<file path="src/assert_macros.svh">
// ------------------------------------------------------------------------
// assert_macros.svh
// Assertion helpers for the decoder. They compile to nothing under
// SYNTHESIS.
// ------------------------------------------------------------------------
`ifndef ASSERT_MACROS_SVH
`define ASSERT_MACROS_SVH

`ifndef SYNTHESIS
// The consequent must hold in the same cycle as the antecedent.
`define ASSERT_SAME(label, clk, rst_n, ante, cons) \
    label: assert property (@(posedge clk) disable iff (!rst_n) (ante) |-> (cons)) \
        else $error("assertion failed");
// The consequent must hold in the cycle after the antecedent.
`define ASSERT_NEXT(label, clk, rst_n, ante, cons) \
    label: assert property (@(posedge clk) disable iff (!rst_n) (ante) |=> (cons)) \
        else $error("assertion failed");
`else
`define ASSERT_SAME(label, clk, rst_n, ante, cons)
`define ASSERT_NEXT(label, clk, rst_n, ante, cons)
`endif

`endif

</file>
<file path="src/utfdec_pkg.sv">
// ------------------------------------------------------------------------
// utfdec_pkg
// Types and constants shared by the UTF-8 to UTF-16 decoder.
// ------------------------------------------------------------------------
`timescale 1ns / 1ps

package utfdec_pkg;

    localparam int unsigned MAX_UNITS = 4;

    localparam logic [15:0] REPLACEMENT = 16'hFFFD;
    localparam logic [20:0] MAX_CODE    = 21'h10FFFF;
    localparam logic [15:0] HIGH_BASE   = 16'hD7C0;
    localparam logic [15:0] LOW_BASE    = 16'hDC00;
    localparam logic [20:0] BOM_CODE    = 21'h00FEFF;
    localparam logic [7:0]  CONT_MASK   = 8'hC0;
    localparam logic [7:0]  CONT_TAG    = 8'h80;
    localparam logic [7:0]  LEAD_MIN    = 8'hC2;
    localparam logic [7:0]  LEAD_LIMIT  = 8'hF5;
    localparam logic [7:0]  LEAD3_MIN   = 8'hE0;
    localparam logic [7:0]  LEAD4_MIN   = 8'hF0;

    // Up to four code units produced by one input word.
    typedef struct packed {
        logic [2:0]       count;
        logic [3:0]       err;
        logic [3:0][15:0] unit;
        logic             msg_last;
    } batch_t;

endpackage

</file>
<file path="src/utfdec_if.sv">
// ------------------------------------------------------------------------
// utfdec_byte_if / utfdec_unit_if
// Valid/ready channels for UTF-8 bytes in and UTF-16 code units out.
// ------------------------------------------------------------------------
`timescale 1ns / 1ps

interface utfdec_byte_if;
    logic       valid;
    logic       ready;
    logic [7:0] data_byte;
    logic       last_byte;

    modport source (output valid, data_byte, last_byte, input ready);
    modport sink   (input valid, data_byte, last_byte, output ready);
endinterface

interface utfdec_unit_if;
    logic        valid;
    logic        ready;
    logic [15:0] code_unit;
    logic        is_error;
    logic        run_end;
    logic        message_end;

    modport source (output valid, code_unit, is_error, run_end, message_end, input ready);
    modport sink   (input valid, code_unit, is_error, run_end, message_end, output ready);
endinterface

</file>
<file path="src/utfdec_core.sv">
// ------------------------------------------------------------------------
// utfdec_core
// Sequence state and single-pass decode of one byte into a batch of up
// to four UTF-16 code units.
// ------------------------------------------------------------------------
`timescale 1ns / 1ps

module utfdec_core (
    input  logic                clk,
    input  logic                rst_n,
    input  logic                take,
    input  logic [7:0]          data_byte,
    input  logic                last_byte,
    output utfdec_pkg::batch_t  batch
);

    logic [2:0]  needed_len_reg, needed_len_next;
    logic [1:0]  taken_cont_reg, taken_cont_next;
    logic [20:0] code_accum_reg, code_accum_next;
    logic        msg_start_reg,  msg_start_next;

    // Decode of the byte as a fresh lead.
    logic        fr_ascii;
    logic        fr_bad;
    logic [2:0]  fr_len;
    logic [20:0] fr_bits;
    logic        is_cont;

    // Continuation path.
    logic [20:0] acc_cat;
    logic [2:0]  tk_count;
    logic        complete;
    logic [20:0] lowest;
    logic        cp_bad;
    logic        do_fresh;

    // Result assembly.
    logic [2:0]  n_err;
    logic [1:0]  n_tail;
    logic [15:0] tail0;
    logic [15:0] tail1;
    logic        tail0_err;
    logic [1:0]  tail_idx;

    // State registers.
    always_ff @(posedge clk or negedge rst_n)
    begin
        if (!rst_n)
        begin
            needed_len_reg <= 3'd0;
            taken_cont_reg <= 2'd0;
            code_accum_reg <= 21'd0;
            msg_start_reg  <= 1'b1;
        end
        else if (take)
        begin
            needed_len_reg <= needed_len_next;
            taken_cont_reg <= taken_cont_next;
            code_accum_reg <= code_accum_next;
            msg_start_reg  <= msg_start_next;
        end
    end

    // Classify the byte as a lead and gather the continuation bits.
    always_comb
    begin
        fr_ascii = (data_byte < utfdec_pkg::CONT_TAG);
        fr_bad   = !fr_ascii && ((data_byte < utfdec_pkg::LEAD_MIN) ||
                                 (data_byte >= utfdec_pkg::LEAD_LIMIT));
        if (data_byte < utfdec_pkg::LEAD3_MIN)
        begin
            fr_len  = 3'd2;
            fr_bits = {16'd0, data_byte[4:0]};
        end
        else if (data_byte < utfdec_pkg::LEAD4_MIN)
        begin
            fr_len  = 3'd3;
            fr_bits = {17'd0, data_byte[3:0]};
        end
        else
        begin
            fr_len  = 3'd4;
            fr_bits = {18'd0, data_byte[2:0]};
        end

        is_cont  = ((data_byte & utfdec_pkg::CONT_MASK) == utfdec_pkg::CONT_TAG);
        acc_cat  = {code_accum_reg[14:0], data_byte[5:0]};
        tk_count = {1'b0, taken_cont_reg} + 3'd1;
        complete = ({1'b0, tk_count} + 4'd1) >= {1'b0, needed_len_reg};

        case (needed_len_reg)
            3'd2:    lowest = 21'h000080;
            3'd3:    lowest = 21'h000800;
            default: lowest = 21'h010000;
        endcase
        cp_bad = (acc_cat < lowest) ||
                 ((acc_cat >= 21'h00D800) && (acc_cat <= 21'h00DFFF)) ||
                 (acc_cat > utfdec_pkg::MAX_CODE);
    end

    // Next state and the units this byte produces.
    always_comb
    begin
        needed_len_next = needed_len_reg;
        taken_cont_next = taken_cont_reg;
        code_accum_next = code_accum_reg;
        msg_start_next  = msg_start_reg;
        n_err     = 3'd0;
        n_tail    = 2'd0;
        tail0     = 16'd0;
        tail1     = 16'd0;
        tail0_err = 1'b0;
        do_fresh  = 1'b0;

        if (needed_len_reg != 3'd0)
        begin
            if (is_cont)
            begin
                code_accum_next = acc_cat;
                taken_cont_next = tk_count[1:0];
                if (complete)
                begin
                    // Sequence closes: check the code point and emit it.
                    if (cp_bad)
                    begin
                        n_err = needed_len_reg;
                    end
                    else if (msg_start_reg && (needed_len_reg == 3'd3) &&
                             (acc_cat == utfdec_pkg::BOM_CODE))
                    begin
                        n_tail = 2'd0;
                    end
                    else if (acc_cat >= 21'h010000)
                    begin
                        n_tail = 2'd2;
                        tail0  = acc_cat[20:10] + utfdec_pkg::HIGH_BASE;
                        tail1  = {6'd0, acc_cat[9:0]} + utfdec_pkg::LOW_BASE;
                    end
                    else
                    begin
                        n_tail = 2'd1;
                        tail0  = acc_cat[15:0];
                    end
                    needed_len_next = 3'd0;
                    taken_cont_next = 2'd0;
                    code_accum_next = 21'd0;
                    msg_start_next  = 1'b0;
                end
                else if (last_byte)
                begin
                    // Message ends inside the sequence.
                    n_err = tk_count + 3'd1;
                    msg_start_next = 1'b0;
                end
            end
            else
            begin
                // A breaking byte flushes the pending bytes, then starts over.
                n_err           = tk_count;
                needed_len_next = 3'd0;
                taken_cont_next = 2'd0;
                code_accum_next = 21'd0;
                msg_start_next  = 1'b0;
                do_fresh        = 1'b1;
            end
        end
        else
        begin
            do_fresh = 1'b1;
        end

        if (do_fresh)
        begin
            if (fr_ascii)
            begin
                n_tail = 2'd1;
                tail0  = {8'd0, data_byte};
                msg_start_next = 1'b0;
            end
            else if (fr_bad)
            begin
                n_tail    = 2'd1;
                tail0     = utfdec_pkg::REPLACEMENT;
                tail0_err = 1'b1;
                msg_start_next = 1'b0;
            end
            else
            begin
                needed_len_next = fr_len;
                code_accum_next = fr_bits;
                taken_cont_next = 2'd0;
                if (last_byte)
                begin
                    n_tail    = 2'd1;
                    tail0     = utfdec_pkg::REPLACEMENT;
                    tail0_err = 1'b1;
                end
            end
        end

        // End of message closes everything and rearms the mark check.
        if (last_byte)
        begin
            needed_len_next = 3'd0;
            taken_cont_next = 2'd0;
            code_accum_next = 21'd0;
            msg_start_next  = 1'b1;
        end
    end

    // Replacements first, then the decoded units.
    always_comb
    begin
        tail_idx = 2'd0;
        batch.count    = n_err + {1'b0, n_tail};
        batch.msg_last = last_byte;
        for (int i = 0; i < 4; i++)
        begin
            tail_idx = 2'(i) - n_err[1:0];
            if (3'(i) < n_err)
            begin
                batch.unit[i] = utfdec_pkg::REPLACEMENT;
                batch.err[i]  = 1'b1;
            end
            else if (tail_idx == 2'd0)
            begin
                batch.unit[i] = tail0;
                batch.err[i]  = tail0_err;
            end
            else
            begin
                batch.unit[i] = tail1;
                batch.err[i]  = 1'b0;
            end
        end
    end

endmodule

</file>
<file path="src/utf8_to_utf16_decoder_top.sv">
// The first code unit of a byte is offered in the cycle after the byte is taken.
// One byte per cycle while the output is ready and each byte yields at most one unit; a byte
// that yields several units (up to four) holds the output register until its last unit leaves.
// The output batch register is the only limit on rate; a new byte is taken in the
// cycle its predecessor's last unit leaves. Reset is asynchronous and clears state.
// ------------------------------------------------------------------------
// utf8_to_utf16_decoder_top
// Streaming UTF-8 to UTF-16 decoder with replacement on invalid input.
// ------------------------------------------------------------------------
`timescale 1ns / 1ps
`include "assert_macros.svh"

module utf8_to_utf16_decoder_top (
    input  logic          clk,
    input  logic          rst_n,
    utfdec_byte_if.sink   utf8,
    utfdec_unit_if.source utf16
);

    utfdec_pkg::batch_t batch_next;
    utfdec_pkg::batch_t batch_reg;
    logic [1:0]         idx_reg;
    logic               busy;
    logic               last_out;
    logic               take;
    logic               out_fire;

    assign busy     = (batch_reg.count != 3'd0);
    assign last_out = ({1'b0, idx_reg} + 3'd1) == batch_reg.count;
    assign out_fire = utf16.valid && utf16.ready;
    assign utf8.ready = !busy || (utf16.ready && last_out);
    assign take     = utf8.valid && utf8.ready;

    utfdec_core u_core (
        .clk       (clk),
        .rst_n     (rst_n),
        .take      (take),
        .data_byte (utf8.data_byte),
        .last_byte (utf8.last_byte),
        .batch     (batch_next)
    );

    // Batch register: loaded on an accepted byte, drained one unit per word.
    always_ff @(posedge clk or negedge rst_n)
    begin
        if (!rst_n)
        begin
            batch_reg <= '0;
            idx_reg   <= 2'd0;
        end
        else if (take)
        begin
            batch_reg <= batch_next;
            idx_reg   <= 2'd0;
        end
        else if (out_fire)
        begin
            if (last_out)
            begin
                batch_reg.count <= 3'd0;
                idx_reg         <= 2'd0;
            end
            else
            begin
                idx_reg <= idx_reg + 2'd1;
            end
        end
    end

    // Output word selection.
    assign utf16.valid       = busy;
    assign utf16.code_unit   = batch_reg.unit[idx_reg];
    assign utf16.is_error    = batch_reg.err[idx_reg];
    assign utf16.run_end     = last_out;
    assign utf16.message_end = last_out && batch_reg.msg_last;

    // The drain index never runs past the batch.
    `ASSERT_SAME(a_idx_in_batch, clk, rst_n, busy, ({1'b0, idx_reg} < batch_reg.count))
    // A byte is taken while busy only as the final unit leaves.
    `ASSERT_SAME(a_take_on_drain, clk, rst_n, take && busy, out_fire && utf16.run_end)
    // A partly drained batch keeps the output valid.
    `ASSERT_NEXT(a_batch_holds, clk, rst_n, out_fire && !last_out, utf16.valid)

endmodule

</file>
<file path="src/flat_wrapper.sv">
// flat-port wrapper written by rule: the top's interface ports become plain ports
module utf8_to_utf16_decoder_top_flat 
  (clk, rst_n, utf8_valid, utf8_data_byte, utf8_last_byte, utf8_ready, utf16_valid, utf16_code_unit, utf16_is_error, utf16_run_end, utf16_message_end, utf16_ready);
  utfdec_byte_if utf8_i ();
  utfdec_unit_if utf16_i ();
  input  logic clk;
  input  logic rst_n;
  input wire logic [$bits(utf8_i.valid)-1:0] utf8_valid;
  input wire logic [$bits(utf8_i.data_byte)-1:0] utf8_data_byte;
  input wire logic [$bits(utf8_i.last_byte)-1:0] utf8_last_byte;
  output wire logic [$bits(utf8_i.ready)-1:0] utf8_ready;
  output wire logic [$bits(utf16_i.valid)-1:0] utf16_valid;
  output wire logic [$bits(utf16_i.code_unit)-1:0] utf16_code_unit;
  output wire logic [$bits(utf16_i.is_error)-1:0] utf16_is_error;
  output wire logic [$bits(utf16_i.run_end)-1:0] utf16_run_end;
  output wire logic [$bits(utf16_i.message_end)-1:0] utf16_message_end;
  input wire logic [$bits(utf16_i.ready)-1:0] utf16_ready;
  assign utf8_i.valid = utf8_valid;
  assign utf8_i.data_byte = utf8_data_byte;
  assign utf8_i.last_byte = utf8_last_byte;
  assign utf8_ready = utf8_i.ready;
  assign utf16_valid = utf16_i.valid;
  assign utf16_code_unit = utf16_i.code_unit;
  assign utf16_is_error = utf16_i.is_error;
  assign utf16_run_end = utf16_i.run_end;
  assign utf16_message_end = utf16_i.message_end;
  assign utf16_i.ready = utf16_ready;
  utf8_to_utf16_decoder_top u_core (.clk(clk), .rst_n(rst_n), .utf8(utf8_i), .utf16(utf16_i));
endmodule
</file>
<file path="config.mk">
export PLATFORM = sky130hd
export DESIGN_NAME = utf8_to_utf16_decoder_top_flat
export DESIGN_NICKNAME = d
export VERILOG_FILES = /design/src/utfdec_pkg.sv /design/src/utfdec_if.sv /design/src/utfdec_core.sv /design/src/utf8_to_utf16_decoder_top.sv /design/src/flat_wrapper.sv
export VERILOG_INCLUDE_DIRS = /design/src /design/src/src
export SDC_FILE = /design/constraint.sdc
export NUM_CORES = 1
export LEC_CHECK = 0
export BUFFER_PORTS_ARGS = -buffer_cell sky130_fd_sc_hd__buf_4
export CAP_MARGIN = 5
export CORE_ASPECT_RATIO = 0.9
export CORE_UTILIZATION = 60
export DETAILED_ROUTE_END_ITERATION = 10
export GPL_ROUTABILITY_DRIVEN = 1
export PLACE_DENSITY = 0.91
export SLEW_MARGIN = 0
export SYNTH_ARGS = -nofsm -noshare
export SYNTH_HDL_FRONTEND = slang
export SYNTH_HIERARCHICAL = 1
export SYNTH_SLANG_ARGS = --single-unit
</file>
<file path="constraint.sdc">
create_clock -name clk -period 6.45 [get_ports clk]
set_input_delay 0.9675 -clock clk [delete_from_list [all_inputs] [get_ports clk]]
set_output_delay 0.9675 -clock clk [all_outputs]
set_load 0.05 [all_outputs]
</file>
==> metrics.cfg <==
[outcome]
status = complete, no violations

[hold_path]
holdPathEnd = u_core/batch_reg[47]
hp-start = u_core/batch_reg[47]
hold_depth = 1
hp-class = reg -> reg

[setup_path]
worst_r2r_endpoint = u_core/batch_reg[70]
worstRegToRegCells = 11
cp_max_fo = 19
r2r_slack_ns = 2.23
arrival_ns = 4.45
crit_type = reg -> reg
cp-end-kind = flip-flop
crit_path_start_kind = flip-flop
rr_startpoint = u_core/u_core/taken_cont_reg[0]
required_ns = 6.69

[clock_tree]
numCtsBuffers = 9
cts_root_buffer = clkbuf_16
clockBufferDepth = 2
ctsResizeCount = 0
clk_latency_ns = 0.35
numClockSinks = 95
cts_tree = built
clkTransAtPathRegs_ns = 0.07
postCtsSetupBuffers = 0
postCtsHoldBufs = 0
cts.htree.levels = 3

[sta]
rsz0062_at_grt = false
max_slew.worst_pin.slew_ns = 1.139
setup_viol = 0
max_freq_ghz = 0.2372
slew_headroom_pct = 23.79
drv_slew = 0
finalWorstSetupSlack_ns = 2.235
finalCriticalPeriod_ns = 4.215
period_share_pct = 65.35
finalHoldViolCount = 0
finalSetupTns_ns = 0
fin_worst_skew_ns = 0.007034

[floorplanning]
coreArea_um2 = 9784
die_area_um2 = 10600
ioPinCount = 34
initial_core_util_pct = 62.51
rows = 34
die-width_um = 108.4
die_h_um = 97.78

[placed_design]
dpl.hpwl_mm = 10.25
gp_congestion = 1.005
port_buffers = 33
post_dp_cell_area_um2 = 6300
post-place-ws_ns = 2.330

[layout]
nets = 560
layout_common_cells = dfrtp_1, mux2_4, nand2_1, buf_4, o21ai_0
syn_to_final_growth_pct = 8.163
postLayoutCellArea_um2 = 6615
largest_reg_flops = 72
final_common_cell = dfrtp_1
diodes = 0
postLayoutCoreUtil_pct = 67.61
drive_gt1_share_pct = 27.78

[grt]
grt_pass1_wl_mm = 24.54
grt_max_degree = 64
grt_overflow = 0
grt_use_total_pct = 30.25
antenna_found_initial = 0
grt_pass1_vias = 4719

[routing]
avgViaCountPerCell = 6.788
antenna_left = 0
drt_iter0_markers = 405
drcViolationCount = 0
wl_per_cell_um = 22.26
dr.pass1.iters = 5
wl_mm = 14.83
vias = 4521

[pwr]
peakVddDrop_mv = 0.3825
powerDensity_nw_per_um2 = 449.7
power_leakage_nw = 3.126
power.total_mw = 2.975

[synth]
synth_cell_type_count = 71
syn_inst = 515
yosysSeqAreaShare_pct = 38.89
synth-seq-cells = 95
synth_edf_count = 0
synth-main-ff-cell = dfrtp_1
yosys_warnings = 6
synthArstFlopShare_pct = 100.0
syn_avg_cell_area_um2 = 11.88
synth_fp_nets = 540
syn_area_um2 = 6116

[run]
cap_viol_max_count = 0

-- synthesized netlist by cell type (all sizes together) (2+ instances only) --
cell type,number,area (um^2)
buf,18,230.2
a21boi,6,71.32
and2,4,25.02
a21o,2,15.01
nand2b,6,37.54
o211ai,20,150.1
clkbuf,11,41.29
nand4,7,58.81
mux2,73,1047
or3,4,25.02
a2bb2oi,5,62.56
mux4,17,409.2
nor4,5,46.29
xnor2,3,26.28
nand2,52,195.2
o311a,2,21.27
nand3,10,50.05
xor2,4,42.55
or4,3,22.52
o21ai,31,170.2
inv,18,67.56
nor3,5,25.02
nor2b,7,43.79
nor3b,2,15.01
mux2i,2,20.02
a21oi,14,73.82
nor2,27,103.9
ha,11,137.6
o21a,3,22.52
o32ai,2,25.03
a22o,18,157.7
dfrtp,94,2352
a32o,3,30.03
o31ai,9,81.33
o31a,2,17.52
-- layout make-up --
type	count	area [um^2]
inverters	18	67.56
repair buffers	38	297.8
multi-input cells	373	3398
clock buffers	11	252.7
clock inverters	5	62.56
flip-flops and latches	95	2379
fillers	730	3169
well taps	126	157.7
-- kinds of logic (layout without fill, tap and decap cells) --
group                    Yosys count  in the layout  synth area share [%]
AND/OR/NAND/NOR                  138            138                 11.50
adder cells (fa/ha/maj)           12             12                 2.578
multiplexers                      92             92                 24.14
flip-flops                        95             95                 38.89
AO/OA/AOI/OAI                    124            124                 16.22
XOR/XNOR                           7              7                 1.125
buffers and inverters             47             72                 5.544
-- report_power, final --
group	internal, mW	switching, mW	leakage (nW)
Clock	0.325	0.234	0.154
Combinational	0.660	0.891	1.71
Sequential	0.741	0.123	1.27
-- worst max path at each step --
stage                               startpoint              endpoint  cells after the start
2_1_floorplan                utf8_data_byte[5]  u_core/batch_reg[71]                     12
6_report       u_core/u_core/taken_cont_reg[0]  u_core/batch_reg[70]                     11
3_3_place_gp   u_core/u_core/taken_cont_reg[0]  u_core/batch_reg[70]                     11
5_1_grt        u_core/u_core/taken_cont_reg[0]  u_core/batch_reg[70]                     11
3_5_place_dp   u_core/u_core/taken_cont_reg[0]  u_core/batch_reg[70]                     11
4_1_cts        u_core/u_core/taken_cont_reg[0]  u_core/batch_reg[70]                     11
-- critical path, cell delays in order (launching register included) --
cell and delay, ns:
dfrtp_1 0.46, inv_1 0.12, ha_1 0.40, xor2_1 0.20, ha_1 0.28, nand2_1 0.06
o21a_1 0.20, a21boi_0 0.36, nand2_1 0.29, nor4_4 0.98, fa_1 0.57, a22o_1 0.20
-- per-stage QoR --
step | hold slack [ns] | cells
after floorplan | 0.4524 | 515
after global placement | 0.4629 | 650
after detailed placement | 0.4739 | 650
after CTS | 0.4891 | 666
after global routing | 0.5117 | 666
final | 0.4810 | 666
-- layer usage --
metal	up-vias	part of all wire, %	GRT usage, %
li1	1968	-	-
met1	2225	42	40.48
met2	271	47	47.47
met3	57	8.1	7.009
met4	0	3.2	12.37
met5	-	0	0
Power figures use the tool's default switching activity.
